===== src/rtl/mcgd_pkg.sv =====
// Package for the mouse click gesture detector.
// Types, event codes and sizes shared by the lane, merge and top-level files.
// No dependencies.
`default_nettype none

package mcgd_pkg;

    localparam int NUM_BUTTONS = 4;
    localparam int NSLOT       = NUM_BUTTONS + 1;   // move/drag slot, then one per button
    localparam int SEL_W       = $clog2(NSLOT);
    localparam int BTN_W       = 2;
    localparam int POS_W       = 16;
    localparam int DELTA_W     = 17;
    localparam int WIN_W       = 8;
    localparam int EV_W        = 3;

    localparam logic [WIN_W-1:0] WINDOW_RESET = 8'd15;

    localparam logic [EV_W-1:0] EV_MOVE    = 3'd0;
    localparam logic [EV_W-1:0] EV_DRAG    = 3'd1;
    localparam logic [EV_W-1:0] EV_PRESS   = 3'd2;
    localparam logic [EV_W-1:0] EV_RELEASE = 3'd3;
    localparam logic [EV_W-1:0] EV_CLICK   = 3'd4;
    localparam logic [EV_W-1:0] EV_DOUBLE  = 3'd5;

    // act low means the timer is idle
    typedef struct packed {
        logic             act;
        logic [WIN_W-1:0] cnt;
    } timer_t;

    typedef struct packed {
        logic            ev_valid;
        logic [EV_W-1:0] ev_code;
        timer_t          press_next;
        timer_t          click_next;
    } lane_out_t;

    // events found for one item, one slot each
    typedef struct packed {
        logic [NSLOT-1:0]            mask;
        logic [NSLOT-1:0][EV_W-1:0]  code;
        logic signed [DELTA_W-1:0]   dx;
        logic signed [DELTA_W-1:0]   dy;
    } list_t;

endpackage

`default_nettype wire


===== src/rtl/mouse_click_gesture_detector_unit.sv =====
// Top level of the mouse click gesture detector: poll state, one lane per
// button, move detection and the merge stage. Depends on mcgd_pkg,
// mcgd_lane and mcgd_merge.
//
//  channel | ports                                   | dir | handshake
//  poll    | s_buttons s_pos_x s_pos_y               | in  | s_valid / s_ready
//  event   | m_event_res m_button m_delta_x/y m_last | out | m_valid / m_ready
//  config  | cfg_wdata (click_window)                | in  | cfg_we, no wait
//
// A poll is absorbed into the merge stage's event list when accepted; its events
// leave one per cycle while m_ready allows, and a poll with no events sends none.
// The next poll enters in the cycle its predecessor's final event moves into
// the output register, as the merge stage decides.
// Reset is synchronous and clears all poll state, timers and click_window (15).
// Stalls on m_ready hold the output register and back up into s_ready.
`default_nettype none

module mouse_click_gesture_detector_unit (
    input  wire logic                              aclk,
    input  wire logic                              aresetn,
    input  wire logic                              cfg_we,
    input  wire logic [mcgd_pkg::WIN_W-1:0]        cfg_wdata,
    input  wire logic                              s_valid,
    output logic                                   s_ready,
    input  wire logic [mcgd_pkg::NUM_BUTTONS-1:0]  s_buttons,
    input  wire logic signed [mcgd_pkg::POS_W-1:0] s_pos_x,
    input  wire logic signed [mcgd_pkg::POS_W-1:0] s_pos_y,
    output logic                                   m_valid,
    input  wire logic                              m_ready,
    output logic [mcgd_pkg::EV_W-1:0]              m_event_res,
    output logic [mcgd_pkg::BTN_W-1:0]             m_button,
    output logic signed [mcgd_pkg::DELTA_W-1:0]    m_delta_x,
    output logic signed [mcgd_pkg::DELTA_W-1:0]    m_delta_y,
    output logic                                   m_last
);

    logic [mcgd_pkg::WIN_W-1:0]        window_reg;
    logic [mcgd_pkg::NUM_BUTTONS-1:0]  prev_buttons_reg;
    logic signed [mcgd_pkg::POS_W-1:0] prev_x_reg, prev_y_reg;
    mcgd_pkg::timer_t                  press_reg [mcgd_pkg::NUM_BUTTONS];
    mcgd_pkg::timer_t                  click_reg [mcgd_pkg::NUM_BUTTONS];
    mcgd_pkg::lane_out_t               lane_out  [mcgd_pkg::NUM_BUTTONS];
    mcgd_pkg::list_t                   list_next;
    logic                              accept;

    assign accept = s_valid && s_ready;

    for (genvar g = 0; g < mcgd_pkg::NUM_BUTTONS; g++) begin : g_lane
        mcgd_lane u_lane (
            .was       (prev_buttons_reg[g]),
            .now       (s_buttons[g]),
            .window    (window_reg),
            .press_cur (press_reg[g]),
            .click_cur (click_reg[g]),
            .lane_out  (lane_out[g])
        );
    end

    always_comb begin
        list_next.mask[0] = (s_pos_x != prev_x_reg) || (s_pos_y != prev_y_reg);
        list_next.code[0] = s_buttons[0] ? mcgd_pkg::EV_DRAG : mcgd_pkg::EV_MOVE;
        list_next.dx      = {s_pos_x[mcgd_pkg::POS_W-1], s_pos_x}
                          - {prev_x_reg[mcgd_pkg::POS_W-1], prev_x_reg};
        list_next.dy      = {s_pos_y[mcgd_pkg::POS_W-1], s_pos_y}
                          - {prev_y_reg[mcgd_pkg::POS_W-1], prev_y_reg};
        for (int i = 0; i < mcgd_pkg::NUM_BUTTONS; i++) begin
            list_next.mask[i+1] = lane_out[i].ev_valid;
            list_next.code[i+1] = lane_out[i].ev_code;
        end
    end

    always_ff @(posedge aclk) begin
        if (!aresetn) begin
            window_reg       <= mcgd_pkg::WINDOW_RESET;
            prev_buttons_reg <= '0;
            prev_x_reg       <= '0;
            prev_y_reg       <= '0;
            for (int i = 0; i < mcgd_pkg::NUM_BUTTONS; i++) begin
                press_reg[i] <= '0;
                click_reg[i] <= '0;
            end
        end else begin
            if (cfg_we) window_reg <= cfg_wdata;
            if (accept) begin
                prev_buttons_reg <= s_buttons;
                prev_x_reg       <= s_pos_x;
                prev_y_reg       <= s_pos_y;
                for (int i = 0; i < mcgd_pkg::NUM_BUTTONS; i++) begin
                    press_reg[i] <= lane_out[i].press_next;
                    click_reg[i] <= lane_out[i].click_next;
                end
            end
        end
    end

    mcgd_merge u_merge (
        .aclk        (aclk),
        .aresetn     (aresetn),
        .load        (accept),
        .list_in     (list_next),
        .load_ok     (s_ready),
        .m_valid     (m_valid),
        .m_ready     (m_ready),
        .m_event_res (m_event_res),
        .m_button    (m_button),
        .m_delta_x   (m_delta_x),
        .m_delta_y   (m_delta_y),
        .m_last      (m_last)
    );

`ifndef ASSERT_OFF
    a_move_no_button: assert property (@(posedge aclk) disable iff (!aresetn)
        m_valid && (m_event_res == mcgd_pkg::EV_MOVE || m_event_res == mcgd_pkg::EV_DRAG)
        |-> m_button == '0)
        else $error("move/drag item carries a button index");

    a_button_no_delta: assert property (@(posedge aclk) disable iff (!aresetn)
        m_valid && !(m_event_res == mcgd_pkg::EV_MOVE || m_event_res == mcgd_pkg::EV_DRAG)
        |-> m_delta_x == '0 && m_delta_y == '0)
        else $error("button item carries a delta");

    a_code_range: assert property (@(posedge aclk) disable iff (!aresetn)
        m_valid |-> m_event_res <= mcgd_pkg::EV_DOUBLE)
        else $error("undefined event code");

    a_move_has_delta: assert property (@(posedge aclk) disable iff (!aresetn)
        m_valid && (m_event_res == mcgd_pkg::EV_MOVE || m_event_res == mcgd_pkg::EV_DRAG)
        |-> m_delta_x != '0 || m_delta_y != '0)
        else $error("move/drag item without movement");
`endif

endmodule

`default_nettype wire


===== src/rtl/mcgd_lane.sv =====
// One button lane of the gesture detector: ticks both timers and classifies
// a level change. Purely combinational; depends on mcgd_pkg.
`default_nettype none

module mcgd_lane (
    input  wire logic                      was,
    input  wire logic                      now,
    input  wire logic [mcgd_pkg::WIN_W-1:0] window,
    input  wire mcgd_pkg::timer_t          press_cur,
    input  wire mcgd_pkg::timer_t          click_cur,
    output mcgd_pkg::lane_out_t            lane_out
);

    mcgd_pkg::timer_t press_tk;
    mcgd_pkg::timer_t click_tk;
    logic [mcgd_pkg::WIN_W:0] press_sum;
    logic [mcgd_pkg::WIN_W:0] click_sum;

    // timer counts up and falls idle once past the window
    always_comb begin
        press_sum = {1'b0, press_cur.cnt} + 9'd1;
        click_sum = {1'b0, click_cur.cnt} + 9'd1;
        press_tk.act = press_cur.act && (press_sum <= {1'b0, window});
        press_tk.cnt = press_sum[mcgd_pkg::WIN_W-1:0];
        click_tk.act = click_cur.act && (click_sum <= {1'b0, window});
        click_tk.cnt = click_sum[mcgd_pkg::WIN_W-1:0];
    end

    always_comb begin
        lane_out.ev_valid   = (was != now);
        lane_out.ev_code    = mcgd_pkg::EV_PRESS;
        lane_out.press_next = press_tk;
        lane_out.click_next = click_tk;
        if (was != now) begin
            if (was) begin
                if (click_tk.act) begin
                    lane_out.ev_code        = mcgd_pkg::EV_DOUBLE;
                    lane_out.click_next.act = 1'b0;
                    lane_out.press_next.act = 1'b0;
                end else if (press_tk.act) begin
                    lane_out.ev_code        = mcgd_pkg::EV_CLICK;
                    lane_out.click_next.act = 1'b1;
                    lane_out.click_next.cnt = '0;
                    lane_out.press_next.act = 1'b0;
                end else begin
                    lane_out.ev_code = mcgd_pkg::EV_RELEASE;
                end
            end else begin
                lane_out.ev_code        = mcgd_pkg::EV_PRESS;
                lane_out.press_next.act = 1'b1;
                lane_out.press_next.cnt = '0;
            end
        end
    end

endmodule

`default_nettype wire


===== src/rtl/mcgd_merge.sv =====
// Merge stage: holds the event list of one item and sends its events in
// slot order through an output register. Depends on mcgd_pkg.
`default_nettype none

module mcgd_merge (
    input  wire logic                              aclk,
    input  wire logic                              aresetn,
    input  wire logic                              load,
    input  wire mcgd_pkg::list_t                   list_in,
    output logic                                   load_ok,
    output logic                                   m_valid,
    input  wire logic                              m_ready,
    output logic [mcgd_pkg::EV_W-1:0]              m_event_res,
    output logic [mcgd_pkg::BTN_W-1:0]             m_button,
    output logic signed [mcgd_pkg::DELTA_W-1:0]    m_delta_x,
    output logic signed [mcgd_pkg::DELTA_W-1:0]    m_delta_y,
    output logic                                   m_last
);

    logic [mcgd_pkg::NSLOT-1:0]                 mask_reg, mask_next;
    logic [mcgd_pkg::NSLOT-1:0][mcgd_pkg::EV_W-1:0] code_reg;
    logic signed [mcgd_pkg::DELTA_W-1:0]        dx_reg, dy_reg;
    logic [mcgd_pkg::SEL_W-1:0]                 sel;
    logic [mcgd_pkg::NSLOT-1:0]                 rest;
    logic                                       out_free, move;

    always_comb begin
        sel = '0;
        for (int i = mcgd_pkg::NSLOT - 1; i >= 0; i--) begin
            if (mask_reg[i]) sel = mcgd_pkg::SEL_W'(i);
        end
    end

    always_comb begin
        rest      = mask_reg;
        rest[sel] = 1'b0;
        out_free  = !m_valid || m_ready;
        move      = out_free && (mask_reg != '0);
        // next item may enter when the list is empty or as the last pending event leaves
        load_ok   = (mask_reg == '0) || (move && (rest == '0));
        if (load) begin
            mask_next = list_in.mask;
        end else if (move) begin
            mask_next = rest;
        end else begin
            mask_next = mask_reg;
        end
    end

    always_ff @(posedge aclk) begin
        if (!aresetn) begin
            mask_reg <= '0;
            m_valid  <= 1'b0;
        end else begin
            mask_reg <= mask_next;
            if (move) begin
                m_valid <= 1'b1;
            end else if (m_ready) begin
                m_valid <= 1'b0;
            end
        end
    end

    always_ff @(posedge aclk) begin
        if (load) begin
            code_reg <= list_in.code;
            dx_reg   <= list_in.dx;
            dy_reg   <= list_in.dy;
        end
        if (move) begin
            m_event_res <= code_reg[sel];
            m_last      <= (rest == '0);
            if (sel == '0) begin
                m_button  <= '0;
                m_delta_x <= dx_reg;
                m_delta_y <= dy_reg;
            end else begin
                m_button  <= mcgd_pkg::BTN_W'(sel - 1'b1);
                m_delta_x <= '0;
                m_delta_y <= '0;
            end
        end
    end

endmodule

`default_nettype wire

===== config.mk =====
export PLATFORM = sky130hd
export DESIGN_NAME = mouse_click_gesture_detector_unit
export DESIGN_NICKNAME = d
export VERILOG_FILES = /design/src/rtl/mcgd_pkg.sv /design/src/rtl/mouse_click_gesture_detector_unit.sv /design/src/rtl/mcgd_lane.sv /design/src/rtl/mcgd_merge.sv
export SDC_FILE = /design/constraint.sdc
export NUM_CORES = 1
export LEC_CHECK = 0
export BUFFER_PORTS_ARGS = -buffer_cell sky130_fd_sc_hd__clkbuf_2
export CAP_MARGIN = 20
export CORE_MARGIN = 2
export CORE_UTILIZATION = 60
export CTS_BUF_LIST = sky130_fd_sc_hd__clkbuf_8
export DETAILED_ROUTE_END_ITERATION = 16
export MAX_ROUTING_LAYER = met4
export PLACE_DENSITY = 0.84
export SYNTH_ARGS = -nofsm -noshare
export SYNTH_HDL_FRONTEND = slang
export SYNTH_SLANG_ARGS = --single-unit

===== constraint.sdc =====
create_clock -name aclk -period 6.3 [get_ports aclk]
set_clock_uncertainty 0.15 [all_clocks]
set_input_delay 0.945 -clock aclk [delete_from_list [all_inputs] [get_ports aclk]]
set_output_delay 0.945 -clock aclk [all_outputs]
set_load 0.05 [all_outputs]

======== Yosys cells after proc, flatten, opt, wreduce, memory -nomap -nowiden ========
Memories as Yosys holds them, arrays and structs flattened.
Cells that the tools add are included.
Widths: inputs -> output; s select.
word-level totals
  register bits after elaboration ......... 139
  RAM bits ................................ 72
  bits of input ports ..................... 49
  output and inout port bits .............. 42
  word-level logic and storage cells ...... 145
  memories kept ........................... 2
memory list
  memory     depth  width  rd ports  clocked after memory_dff  wr ports  line                                     source
  click_reg  4      9      4         0                         4         mouse_click_gesture_detector_unit.sv:41  mcgd_pkg::timer_t click_reg [mcgd_pkg::NUM_BUTTONS];
  press_reg  4      9      4         0                         4         mouse_click_gesture_detector_unit.sv:40  mcgd_pkg::timer_t press_reg [mcgd_pkg::NUM_BUTTONS];
operators by class
  add/sub/neg operators ................... 11
  magnitude comparators ................... 10
  equality and inequality tests ........... 6
  multiplexer cells ....................... 62
  bitwise operators ....................... 10
  reduce and logical (&&, ||, !) cells .... 26
operators with widths
  kind                 count
  $mux 9               16
  $add 8x1->9 const B  8
  $le 9x8->1           8
  $mux 18              4
  $mux 8               8
  $sub 16x16->17       2
  $ne 16x16->1         2
  $mux 3               10
  $mux 1               16
  $mux 4               4
  $logic_and 1x1->1    12
  $logic_not 5->1      2
  $mux 5               2
  $bmux 3 s3           1
  $or 1x1->1           8
  $reduce_and 2->1     4
  $and 5x5->5          1
  $not 5->5            1
  $reduce_bool 5->1    1
  $lt 3x4->1 const B   1
  $ne 1x1->1           4
  $reduce_bool 2->1    2
  $demux 1 s3          1
  $ge 3x1->1 const B   1
  other kinds (4)      6

======== Longest topological paths before layout ========
Gate-level depths: netlist of the first run.
  word-level depth ........................ 19
  depth in mapped cells ................... 12
  gate-level depth less buffers ........... 11

======== Modules after synthesis ========
A second synthesis of the first run with hierarchy kept.
second synthesis, totals
  cells, all modules ...................... 1235
  area total of the unflattened synthesis .. 12799.8 um^2
modules (own cells, without submodules)
  module                             instances  cells each  area an instance (um^2)  seq. area each (um^2)
  mouse_click_gesture_detector_unit  1          582         5974.5                   3042.9
  mcgd_merge                         1          211         3577.2                   2792.7
  mcgd_lane (g_lane[0].u_lane ...)   2          111         815.8                    0.0
  mcgd_lane (g_lane[1].u_lane ...)   2          110         808.3                    0.0

======== Worst setup path before layout of the first run ========
Ideal clock, no wire load.
  kind .................................... input port to flip-flop
  start ................................... input m_ready
  end ..................................... memory click_reg[0][0] (netlist name), enable pin
  library setup time ...................... 432 ps
  arrival time ............................ 3563 ps
  data required time ...................... 5718 ps
  path slack .............................. 2155 ps
  stages .................................. 6
  cells stage by stage .................... nor2b_1 > o41a_1 > a211o_1 > buf_6 > clkbuf_1 > nand2_1
RTL lines
  element             line                                     source
  start: declaration  mouse_click_gesture_detector_unit.sv:29  input wire logic m_ready,
  end: declaration    mouse_click_gesture_detector_unit.sv:41

======== Worst setup path after layout of the first run ========
  start ................................... register u_merge.mask_reg[0] (netlist name)
  end ..................................... register prev_x_reg[4] (netlist name)
on the way
  cells in the longest elaborated chain, start to end .. 11
  elaborated cells on any way between the ends .. 15
  those cells by class .................... order compare (2); mux (3); bitwise (2); reduce/logical (8)
RTL lines
  element                                                                line                                     source
  start: declaration                                                     mcgd_merge.sv:20                         logic [mcgd_pkg::NSLOT-1:0] mask_reg, mask_next;
  start signal: assignment                                               mcgd_merge.sv:55                         mask_reg <= mask_next;
  $mux 3                                                                 mcgd_merge.sv:30                         if (mask_reg[i]) sel = mcgd_pkg::SEL_W'(i);
  $lt 3x4->1 (implied by the code) / $ge 3x1->1 (equally long branches)  mcgd_merge.sv:36                         rest[sel] = 1'b0;
  $logic_and 1x1->1 (implied by the code)                                mcgd_merge.sv:36
  $mux 1 (implied by the code)                                           mcgd_merge.sv:36
  $demux 1 s3                                                            n/a
  $not 5->5 (no source line)                                             n/a
  $and 5x5->5 (no source line)                                           n/a
  $logic_not 5->1                                                        mcgd_merge.sv:40                         load_ok = (mask_reg == '0) || (move && (rest == '0));
  $logic_and 1x1->1                                                      mcgd_merge.sv:40
  $logic_or 1x1->1 (*)                                                   mcgd_merge.sv:40
  $logic_and 1x1->1 (*)                                                  mouse_click_gesture_detector_unit.sv:46  assign accept = s_valid && s_ready;
  end signal: assignment                                                 mouse_click_gesture_detector_unit.sv:86  prev_x_reg <= s_pos_x;
  end: declaration                                                       mouse_click_gesture_detector_unit.sv:39  logic signed [mcgd_pkg::POS_W-1:0] prev_x_reg, prev_y_reg;
Mark *: on every way between the ends. The rest lies on a longest branch, timed or not.
A chain may end at the register's enable or synchronous reset.

==> flow_summary_export.csv, run 1 <==
group,metric,value,unit
run_status,status,"finished, final reports clean",
logic_synthesis,synth_nets,1294,
logic_synthesis,syn_area,11800,um^2
pwr,powerDensity,353,nW/um^2
logic_synthesis,synthCells,1134,
clocking,htreeDepth,2,
clocking,cts-resized-gates,0,
logic_synthesis,synth_top_area_share,40.3,%
final_layout,fill_cells,1495,
routing,viasPerCell,5.65,
flow_run,drv_cap,0,
pwr,p_leak,5.51,nW
sta,finalSetupViolations,0,
clocking,holdBufCountCts,0,
placed_design,placed_area,12500,um^2
clocking,cts_tree,"yes",
setup_path,worst-path-buf-inv,2,
clocking,clk_latency,0.54,ns
setup_path,arrival,3.94,ns
logic_synthesis,yosysWarningCount,0,
floorplan,core_area,19400,um^2
routing,drc,0,
logic_synthesis,yosysSeqAreaShare,48.7,%
final_layout,area_delta_synth_final,12.0,%
grt,gr-total-overflow,0,
floorplan,rows,51,
setup_path,critPathKind,"flip-flop to flip-flop",
sta,fin_hold_ws,0.323,ns
sta,max_freq,270,MHz
final_layout,final_layout_size_suffix_gt1_share,13.9,%
floorplan,die_x,145,um
sta,min_period_over_period,58.8,%
routing,drt_iter0_drc,578,
routing,firstDrtPassIters,7,
final_layout,most-common-layout-cells,"edfxtp_1 (159), nor2_1 (135), ha_1 (109)",
sta,rsz0062_at_grt,"no",
routing,wirelength,24800,um
routing,route.vias.total,8657,
final_layout,final_common_cell,"edfxtp_1",
logic_synthesis,synth_ff_type,"edfxtp_1",
clocking,numCtsBuffers,36,
logic_synthesis,synthArstFlopShare,0,%
sta,worst_slew_pin_slew,0.897,ns
grt,grt_antenna_before_repair,0,
setup_path,required,6.54,ns
floorplan,die_h,145,um
clocking,clock_sinks,209,
routing,avgRoutedWirePerCell,16.2,um
setup_path,cp_max_fo,66,
setup_path,cp_common_cell,"nor2_1",
clocking,path_clk_slew,0.06,ns
setup_path,end_kind,"flip-flop",
placed_design,gp_congestion,0.944,
logic_synthesis,synthTopCellsByArea,"edfxtp_1 (40%), ha_1 (12%), dfxtp_1 (8.4%)",
clocking,cts.path.max_buffers,3,
floorplan,fp.dieArea,20900,um^2
placed_design,numPortBuffers,90,
grt,grtUsageTotal,24.8,%
clocking,postCtsSetupBuffers,0,
logic_synthesis,synth_edf_count,159,
final_layout,fin_nets,1401,
floorplan,start_util,61.1,%
logic_synthesis,syn_area_per_cell,10.4,um^2
sta,slew_headroom,38.7,%
placed_design,hpwl,17400,um
clocking,clockRootBuffer,"clkbuf_8",
sta,fin_crit,3.71,ns
setup_path,critPathSlowestCell,"buf_4",
grt,grt_pass1_wl,39600,um
logic_synthesis,synth_largest_area_cell,"edfxtp_1",
final_layout,fin_util,68.4,%
placed_design,placed_cells,1466,
sta,hold_viol,0,
grt,grt_max_degree,67,
sta,final.setup.tns,0,ns
logic_synthesis,synth_seq_cells,209,
logic_synthesis,ys_types,74,
min_path,hold_path_class,"flip-flop to flip-flop",
pwr,irDropWorstVdd,0.286,mV
final_layout,diodes,0,
setup_path,max_stage_delay,0.67,ns
grt,first_global_vias,8309,
setup_path,crit_path_cell_trace,"or4_1 > o41a_1 > a211o_1 > clkinv_2 > buf_4 > nor2_1 > a21oi_1 > nor2_1",
setup_path,crit_path_start_kind,"flip-flop",
floorplan,num_io_pins,91,
final_layout,final_cells,1532,
routing,ant_nets,0,
sta,report.final.slew_viol_count,0,
setup_path,cp_top_family,"buffers and inverters",
final_layout,final_area,13300,um^2
final cells by class:
cell class              instances  area [um^2]  share of cell area [%]
flip-flops and latches        209         5780                    43.5
multi-input cells             832         5660                    42.7
clock buffers                  41          564                    4.25
repair buffers                 94          497                    3.74
well taps                     265          332                    2.50
inverters                      68          256                    1.93
clock inverters                23          180                    1.36
layer usage:
layer  vias to the layer above  global-route usage, %  wire [um]
li1                       4285                      -          -
met1                      4067                   32.7      11400
met2                       254                   38.5      11200
met3                        51                   5.26       1590
met4                         0                   8.48        673
met5                         -                      -          0
through the flow:
step	power, mW	worst slack [ns]
after floorplan	3.08	2.15
after global placement	3.35	2.34
after detailed placement	3.40	2.17
after CTS	4.68	2.63
after global routing	4.91	2.34
final	4.68	2.59
cells in the mapped netlist (12+ instances only):
library cell	count
nand3_1	36
xnor2_1	40
nor2b_1	50
and3_1	14
nor2_1	136
dfxtp_1	50
xor2_1	32
a21oi_1	79
nand2b_1	12
and2_1	42
nand2_1	70
nand4_1	16
nor3_1	12
o21ai_0	36
ha_1	109
edfxtp_1	159
inv_1	66
o21a_1	17
power breakdown:
| part | switching (mW) | internal [mW] | total, mW | leakage, nW |
|---|---|---|---|---|
| sequential | 0.122 | 1.83 | 1.96 | 2.04 |
| combinational | 0.981 | 0.467 | 1.45 | 3.04 |
| clock | 0.553 | 0.721 | 1.27 | 0.427 |
kinds of logic (layout without fill, tap and decap cells):
group | count (synthesis) | in the layout | share of synthesized area (%)
compound gates | 211 | 211 | 11.5
simple gates | 427 | 427 | 18.1
mux | 10 | 10 | 0.855
xor+xnor | 72 | 72 | 5.32
buf+inv | 93 | 226 | 3.57
flops | 209 | 209 | 48.7
fa+ha+maj | 112 | 112 | 11.9
final timing paths:
kind | from | end | slack, ns | depth (start not counted)
setup / recovery | u_merge.mask_reg[0] | prev_x_reg[4] | 2.59 | 8
hold / removal | prev_y_reg[0] | prev_y_reg[0] | 0.32 | 2
setup reg to reg | u_merge.mask_reg[0] | prev_x_reg[4] | 2.59 | 8
hold reg to reg | prev_y_reg[0] | prev_y_reg[0] | 0.32 | 2
worst register-to-register path: cells and delay by family (launching register included):
family                 cells  cell delay (ns)
DFF                        1             0.41
buffers and inverters      2             1.30
and+or+nand+nor            3             0.80
AOI/OAI and AO/OA          3             0.89
(Power assumes the default switching activity.)
==> inputs of run 2 (changes only) <==
ABC_AREA = 1   (was unset)
clock period = 3.6 ns   (was 6.3 ns; I/O delays follow)
==> flow_summary_export.csv, run 2 <==
group,metric,value,unit
run_status,status,"finished, final reports clean",
floorplan,rows,51,
floorplan,start_util,61.2,%
clocking,clock_sinks,209,
final_layout,fin_util,68.9,%
clocking,postCtsSetupBuffers,0,
logic_synthesis,synth_largest_area_cell,"edfxtp_1",
grt,grt_max_degree,39,
sta,worst_slew_pin_slew,0.744,ns
clocking,htreeDepth,2,
placed_design,hpwl,18000,um
setup_path,worstRegToRegCells,18,
setup_path,max_stage_delay,0.40,ns
routing,ant_nets,0,
logic_synthesis,synth_seq_cells,209,
logic_synthesis,ys_types,41,
clocking,path_clk_slew,0.06,ns
routing,wirelength,24900,um
logic_synthesis,netlist_top_cells_count,"inv_1 (251), nand2_1 (219), nor2_1 (185), edfxtp_1 (159), ha_1 (109)",
pwr,irDropWorstVdd,0.364,mV
routing,avgRoutedWirePerCell,14.1,um
setup_path,cp_common_cell,"nand2_1",
placed_design,place_ws,0.565,ns
min_path,hp-start,"s_buttons[0]",
setup_path,r2r-end,"click_reg[0][2]",
logic_synthesis,synth_top_area_share,40.1,%
setup_path,cp_max_fo,8,
logic_synthesis,syn_area,11900,um^2
setup_path,arrival,3.27,ns
setup_path,critPathSlowestCell,"edfxtp_1",
floorplan,num_io_pins,91,
pwr,p_leak,6.38,nW
clocking,cts-resized-gates,0,
routing,drt_iter0_drc,535,
clocking,cts_tree,"yes",
clocking,clockRootBuffer,"clkbuf_8",
sta,rsz0062_at_grt,"no",
final_layout,most-common-layout-cells,"inv_1 (261), nand2_1 (219), nor2_1 (185)",
floorplan,die_x,145,um
setup_path,r2r_start,"click_reg[0][0]",
sta,min_period_over_period,87.4,%
grt,grt_pass1_wl,41800,um
setup_path,reg2reg_slack,0.45,ns
final_layout,fin_nets,1626,
floorplan,fp.dieArea,21000,um^2
sta,setup_ws,0.453,ns
final_layout,area_delta_synth_final,12.6,%
clocking,holdBufCountCts,0,
sta,finalSetupViolations,0,
floorplan,core_area,19500,um^2
grt,gr-total-overflow,0,
logic_synthesis,synthTopCellsByArea,"edfxtp_1 (40%), ha_1 (11%), dfxtp_1 (8.4%)",
setup_path,critPathKind,"flip-flop to flip-flop",
setup_path,end_kind,"flip-flop",
setup_path,crit_path_start_kind,"flip-flop",
logic_synthesis,yosysWarningCount,0,
logic_synthesis,synthArstFlopShare,0,%
flow_run,drv_cap,0,
routing,viasPerCell,5.28,
sta,report.final.slew_viol_count,0,
pwr,p_total,10.5,mW
grt,grtUsageTotal,24.8,%
clocking,cts.path.max_buffers,3,
setup_path,required,3.73,ns
sta,max_freq,318,MHz
setup_path,crit_path_cell_trace,"ha_1 > nand2_1 > nor2_1 > nand3_1 > xor2_1 > inv_1 > ha_1 > nand2_1 > inv_1 > nand3_1 > nor2_1 > nor2_1 > nand2_1 > nand2_1 > nand2_1 > nand3_1 > nand2_2 > nor2_1",
min_path,hold_path_class,"input port to flip-flop",
sta,slew_headroom,49.8,%
placed_design,gp_congestion,0.922,
logic_synthesis,synth_ff_type,"edfxtp_1",
routing,firstDrtPassIters,6,
sta,hold_viol,0,
placed_design,numPortBuffers,90,
min_path,min_to,"u_merge.code_reg[0]",
pwr,powerDensity,783,nW/um^2
grt,grt_antenna_before_repair,0,
final_layout,diodes,0,
final_layout,fill_cells,1473,
clocking,clk_latency,0.54,ns
grt,first_global_vias,9126,
sta,final.setup.tns,0,ns
sta,fin_crit,3.15,ns
logic_synthesis,synth.most_common_cell,"inv_1",
routing,drc,0,
floorplan,die_h,145,um
logic_synthesis,yosysSeqAreaShare,48.5,%
final_layout,final_common_cell,"inv_1",
sta,fin_hold_ws,0.0653,ns
final_layout,final_layout_size_suffix_gt1_share,11.1,%
logic_synthesis,syn_area_per_cell,8.89,um^2
routing,route.vias.total,9296,
logic_synthesis,synth_edf_count,159,
logic_synthesis,synth_nets,1501,
logic_synthesis,synthCells,1341,
min_path,hold_path_depth,1,
clocking,numCtsBuffers,36,
==> run 2: cell types whose count changed after synthesis, sizes merged, moves of 23 or more <==
cell / delta
xor2: +23
inv: +184
o21ai: +24
nor2: +51
xnor2: -29
nand2: +155
nand3: +29
and2: -42
nor2b: -56
==> run 2: where the power goes <==
| part | leakage, nW | total (mW) | switching, mW | internal, mW |
|---|---|---|---|---|
| clock network | 0.385 | 2.00 | 0.985 | 1.01 |
| registers | 2.05 | 4.11 | 0.362 | 3.75 |
| logic | 3.95 | 4.39 | 3.10 | 1.29 |
==> run 2: per-stage QoR <==
stage               instances  cell area (um^2)
floorplan                1341             11900
global placement         1693             12700
detailed placement       1693             12700
CTS                      1759             13400
global route             1759             13400
finish                   1759             13400
==> run 2: worst max-delay path, delay by kind of cell, from the launching register on <==
family / cells / cell delay, ns
buffers and inverters: 2 / 0.14
adders and majority gates: 2 / 0.51
DFF: 1 / 0.40
xor gates and xnor gates: 1 / 0.24
and+or+nand+nor: 13 / 1.45
==> run 2: routing by layer <==
metal	up-vias	part of all wire [%]	GRT usage (%)
met5	-	0	-
met3	62	5.3	4.43
met1	4305	43	30.3
met4	0	3.3	10.0
li1	4661	-	-
met2	268	48	41.2
==> run 2: cell type report <==
class | count | area [um^2] | area share, %
Inverter | 251 | 942 | 7.02
Timing Repair Buffer | 99 | 556 | 4.14
Clock inverter | 27 | 128 | 0.951
Clock buffer | 39 | 537 | 4.00
Sequential cell | 209 | 5780 | 43.1
Tap cell | 265 | 332 | 2.47
Multi-Input combinational cell | 869 | 5140 | 38.3
==> run 2: kinds of logic (layout without fill, tap and decap cells) <==
logic type / count (synthesis) / count (layout) / share of synthesized area [%]
AO/OA/AOI/OAI: 184 / 184 / 8.74
XOR/XNOR: 66 / 66 / 4.85
adder cells (fa/ha/maj): 111 / 111 / 11.8
buffers and inverters: 263 / 416 / 8.50
flip-flops: 209 / 209 / 48.5
AND/OR/NAND/NOR: 508 / 508 / 17.7
==> run 2: how the worst max path moves through the flow <==
stage | endpoint | slack (ns) | from
2_1_floorplan | click_reg[0][0] | 0.70 | u_merge.mask_reg[0]
3_3_place_gp | click_reg[0][0] | 0.74 | press_reg[0][0]
3_5_place_dp | click_reg[0][6] | 0.57 | click_reg[0][0]
4_1_cts | click_reg[0][2] | 0.54 | click_reg[0][0]
5_1_grt | click_reg[0][2] | 0.18 | click_reg[0][0]
6_report | click_reg[0][2] | 0.45 | click_reg[0][0]
==> inputs of run 3 (changes only) <==
PLACE_DENSITY = 0.8   (was 0.84)
==> flow_summary_export.csv, run 3 (synthesized netlist as in run 2, its figures left out) <==
group,metric,value,unit
run_status,status,"finished, final reports clean",
setup_path,critPathSlowestCell,"edfxtp_1",
routing,route.vias.total,9069,
setup_path,cp_top_family,"simple AND/OR/NAND/NOR gates",
final_layout,fill_cells,1480,
sta,worst_slew_pin_slew,0.668,ns
placed_design,numPortBuffers,90,
setup_path,cp_common_cell,"nand2_1",
sta,finalSetupViolations,0,
final_layout,fin_nets,1624,
sta,slew_headroom,55.0,%
pwr,irDropWorstVdd,0.386,mV
sta,setup_ws,0.574,ns
flow_run,drv_cap,0,
routing,avgRoutedWirePerCell,13.6,um
final_layout,diodes,0,
clocking,holdBufCountCts,0,
routing,firstDrtPassIters,5,
clocking,cts.path.max_buffers,3,
sta,fin_hold_ws,0.0673,ns
clocking,numCtsBuffers,36,
final_layout,final_common_cell,"inv_1",
setup_path,required,3.71,ns
setup_path,worstRegToRegCells,14,
sta,min_period_over_period,84.1,%
min_path,min_to,"window_reg[0]",
sta,fin_crit,3.03,ns
grt,grt_antenna_before_repair,0,
clocking,cts-resized-gates,0,
final_layout,most-common-layout-cells,"inv_1 (260), nand2_1 (219), nor2_1 (185)",
setup_path,crit_path_start_kind,"flip-flop",
placed_design,placed_area,12700,um^2
routing,viasPerCell,5.16,
placed_design,hpwl,17200,um
setup_path,crit_path_cell_trace,"ha_1 > nand2_1 > nor3_1 > xor2_1 > ha_1 > a21o_1 > nand3_1 > nand2_1 > nor2_1 > nand2_1 > a21oi_1 > nand3_1 > nand2_2 > nor2_1",
setup_path,worst-path-buf-inv,0,
pwr,p_leak,6.37,nW
clocking,clockRootBuffer,"clkbuf_8",
grt,gr-total-overflow,0,
floorplan,die_x,145,um
sta,report.final.slew_viol_count,0,
clocking,clock_sinks,209,
floorplan,num_io_pins,91,
sta,final.setup.tns,0,ns
setup_path,critPathKind,"flip-flop to flip-flop",
final_layout,area_delta_synth_final,12.5,%
min_path,hold_path_class,"input port to flip-flop",
setup_path,r2r-end,"click_reg[0][4]",
routing,wirelength,23800,um
final_layout,final_area,13400,um^2
setup_path,end_kind,"flip-flop",
floorplan,fp.dieArea,21000,um^2
floorplan,core_area,19500,um^2
setup_path,reg2reg_slack,0.57,ns
clocking,postCtsSetupBuffers,0,
placed_design,gp_congestion,0.874,
setup_path,r2r_start,"press_reg[0][0]",
grt,first_global_vias,8676,
routing,ant_nets,0,
floorplan,start_util,61.2,%
clocking,htreeDepth,2,
clocking,cts_tree,"yes",
grt,grt_max_degree,38,
routing,drc,0,
clocking,path_clk_slew,0.06,ns
sta,max_freq,330,MHz
setup_path,max_stage_delay,0.40,ns
min_path,hold_path_depth,3,
min_path,hp-start,"cfg_wdata[0]",
sta,rsz0062_at_grt,"no",
grt,grtUsageTotal,23.8,%
setup_path,cp_max_fo,8,
floorplan,rows,51,
setup_path,arrival,3.14,ns
grt,grt_pass1_wl,39900,um
sta,hold_viol,0,
placed_design,place_ws,0.608,ns
final_layout,final_layout_size_suffix_gt1_share,11.1,%
clocking,clk_latency,0.53,ns
floorplan,die_h,145,um
pwr,powerDensity,779,nW/um^2
pwr,p_total,10.4,mW
routing,drt_iter0_drc,528,
-- run 3: changes by cell type in the layout (fill, tap and decap cells not counted) --
cell / previous run / this run
clkinv_2: 8 / 10
clkinv_1: 6 / 4
buf_4: 6 / 5
buf_12: 3 / 2
inv_1: 261 / 260
clkbuf_8: 39 / 38
bufinv_16: 0 / 1
-- run 3: worst max-delay path by stage --
stage / from / to / depth (start not counted)
floorplan: u_merge.mask_reg[0] / click_reg[0][0] / 8
global placement: press_reg[1][0] / click_reg[1][7] / 16
detailed placement: press_reg[1][0] / click_reg[1][7] / 16
CTS: press_reg[0][0] / click_reg[0][4] / 14
global route: press_reg[1][0] / click_reg[1][7] / 16
finish: press_reg[0][0] / click_reg[0][4] / 14
-- run 3: final cells by class --
type	instances	area [um^2]	share of cell area, %
clock buffers	38	523	3.90
repair buffers	97	528	3.94
inverters	251	942	7.03
multi-input cells	869	5140	38.4
clock inverters	27	156	1.17
well taps	265	332	2.47
flip-flops and latches	209	5780	43.1
-- run 3: per-layer routing --
metal / part of all wire [%] / GRT usage (%) / vias up
li1: - / - / 4660
met1: 46 / 30.2 / 4149
met2: 47 / 39.3 / 205
met3: 4.2 / 3.68 / 55
met4: 2.9 / 7.82 / 0
met5: 0 / - / -
-- run 3: power breakdown --
part | internal [mW] | switching, mW | leakage [nW]
combinational | 1.24 | 3.05 | 3.94
sequential | 3.75 | 0.362 | 2.05
clock | 1.07 | 0.966 | 0.391
total | 6.06 | 4.38 | 6.37
-- run 3: per-stage QoR --
| stage | util (%) | instances |
|---|---|---|
| CTS | 68.9 | 1756 |
| detailed placement | 65.4 | 1691 |
| finish | 68.9 | 1756 |
| global placement | 65.4 | 1691 |
| global route | 68.9 | 1756 |
| floorplan | - | 1341 |
-- run 3: worst reg2reg max path, stage by stage (launching register included) --
cell and delay [ns]:
edfxtp_1 0.40, ha_1 0.20, nand2_1 0.10, nor3_1 0.28, xor2_1 0.27, ha_1 0.30
a21o_1 0.19, nand3_1 0.07, nand2_1 0.05, nor2_1 0.10, nand2_1 0.06, a21oi_1 0.21
nand3_1 0.15, nand2_2 0.18, nor2_1 0.06
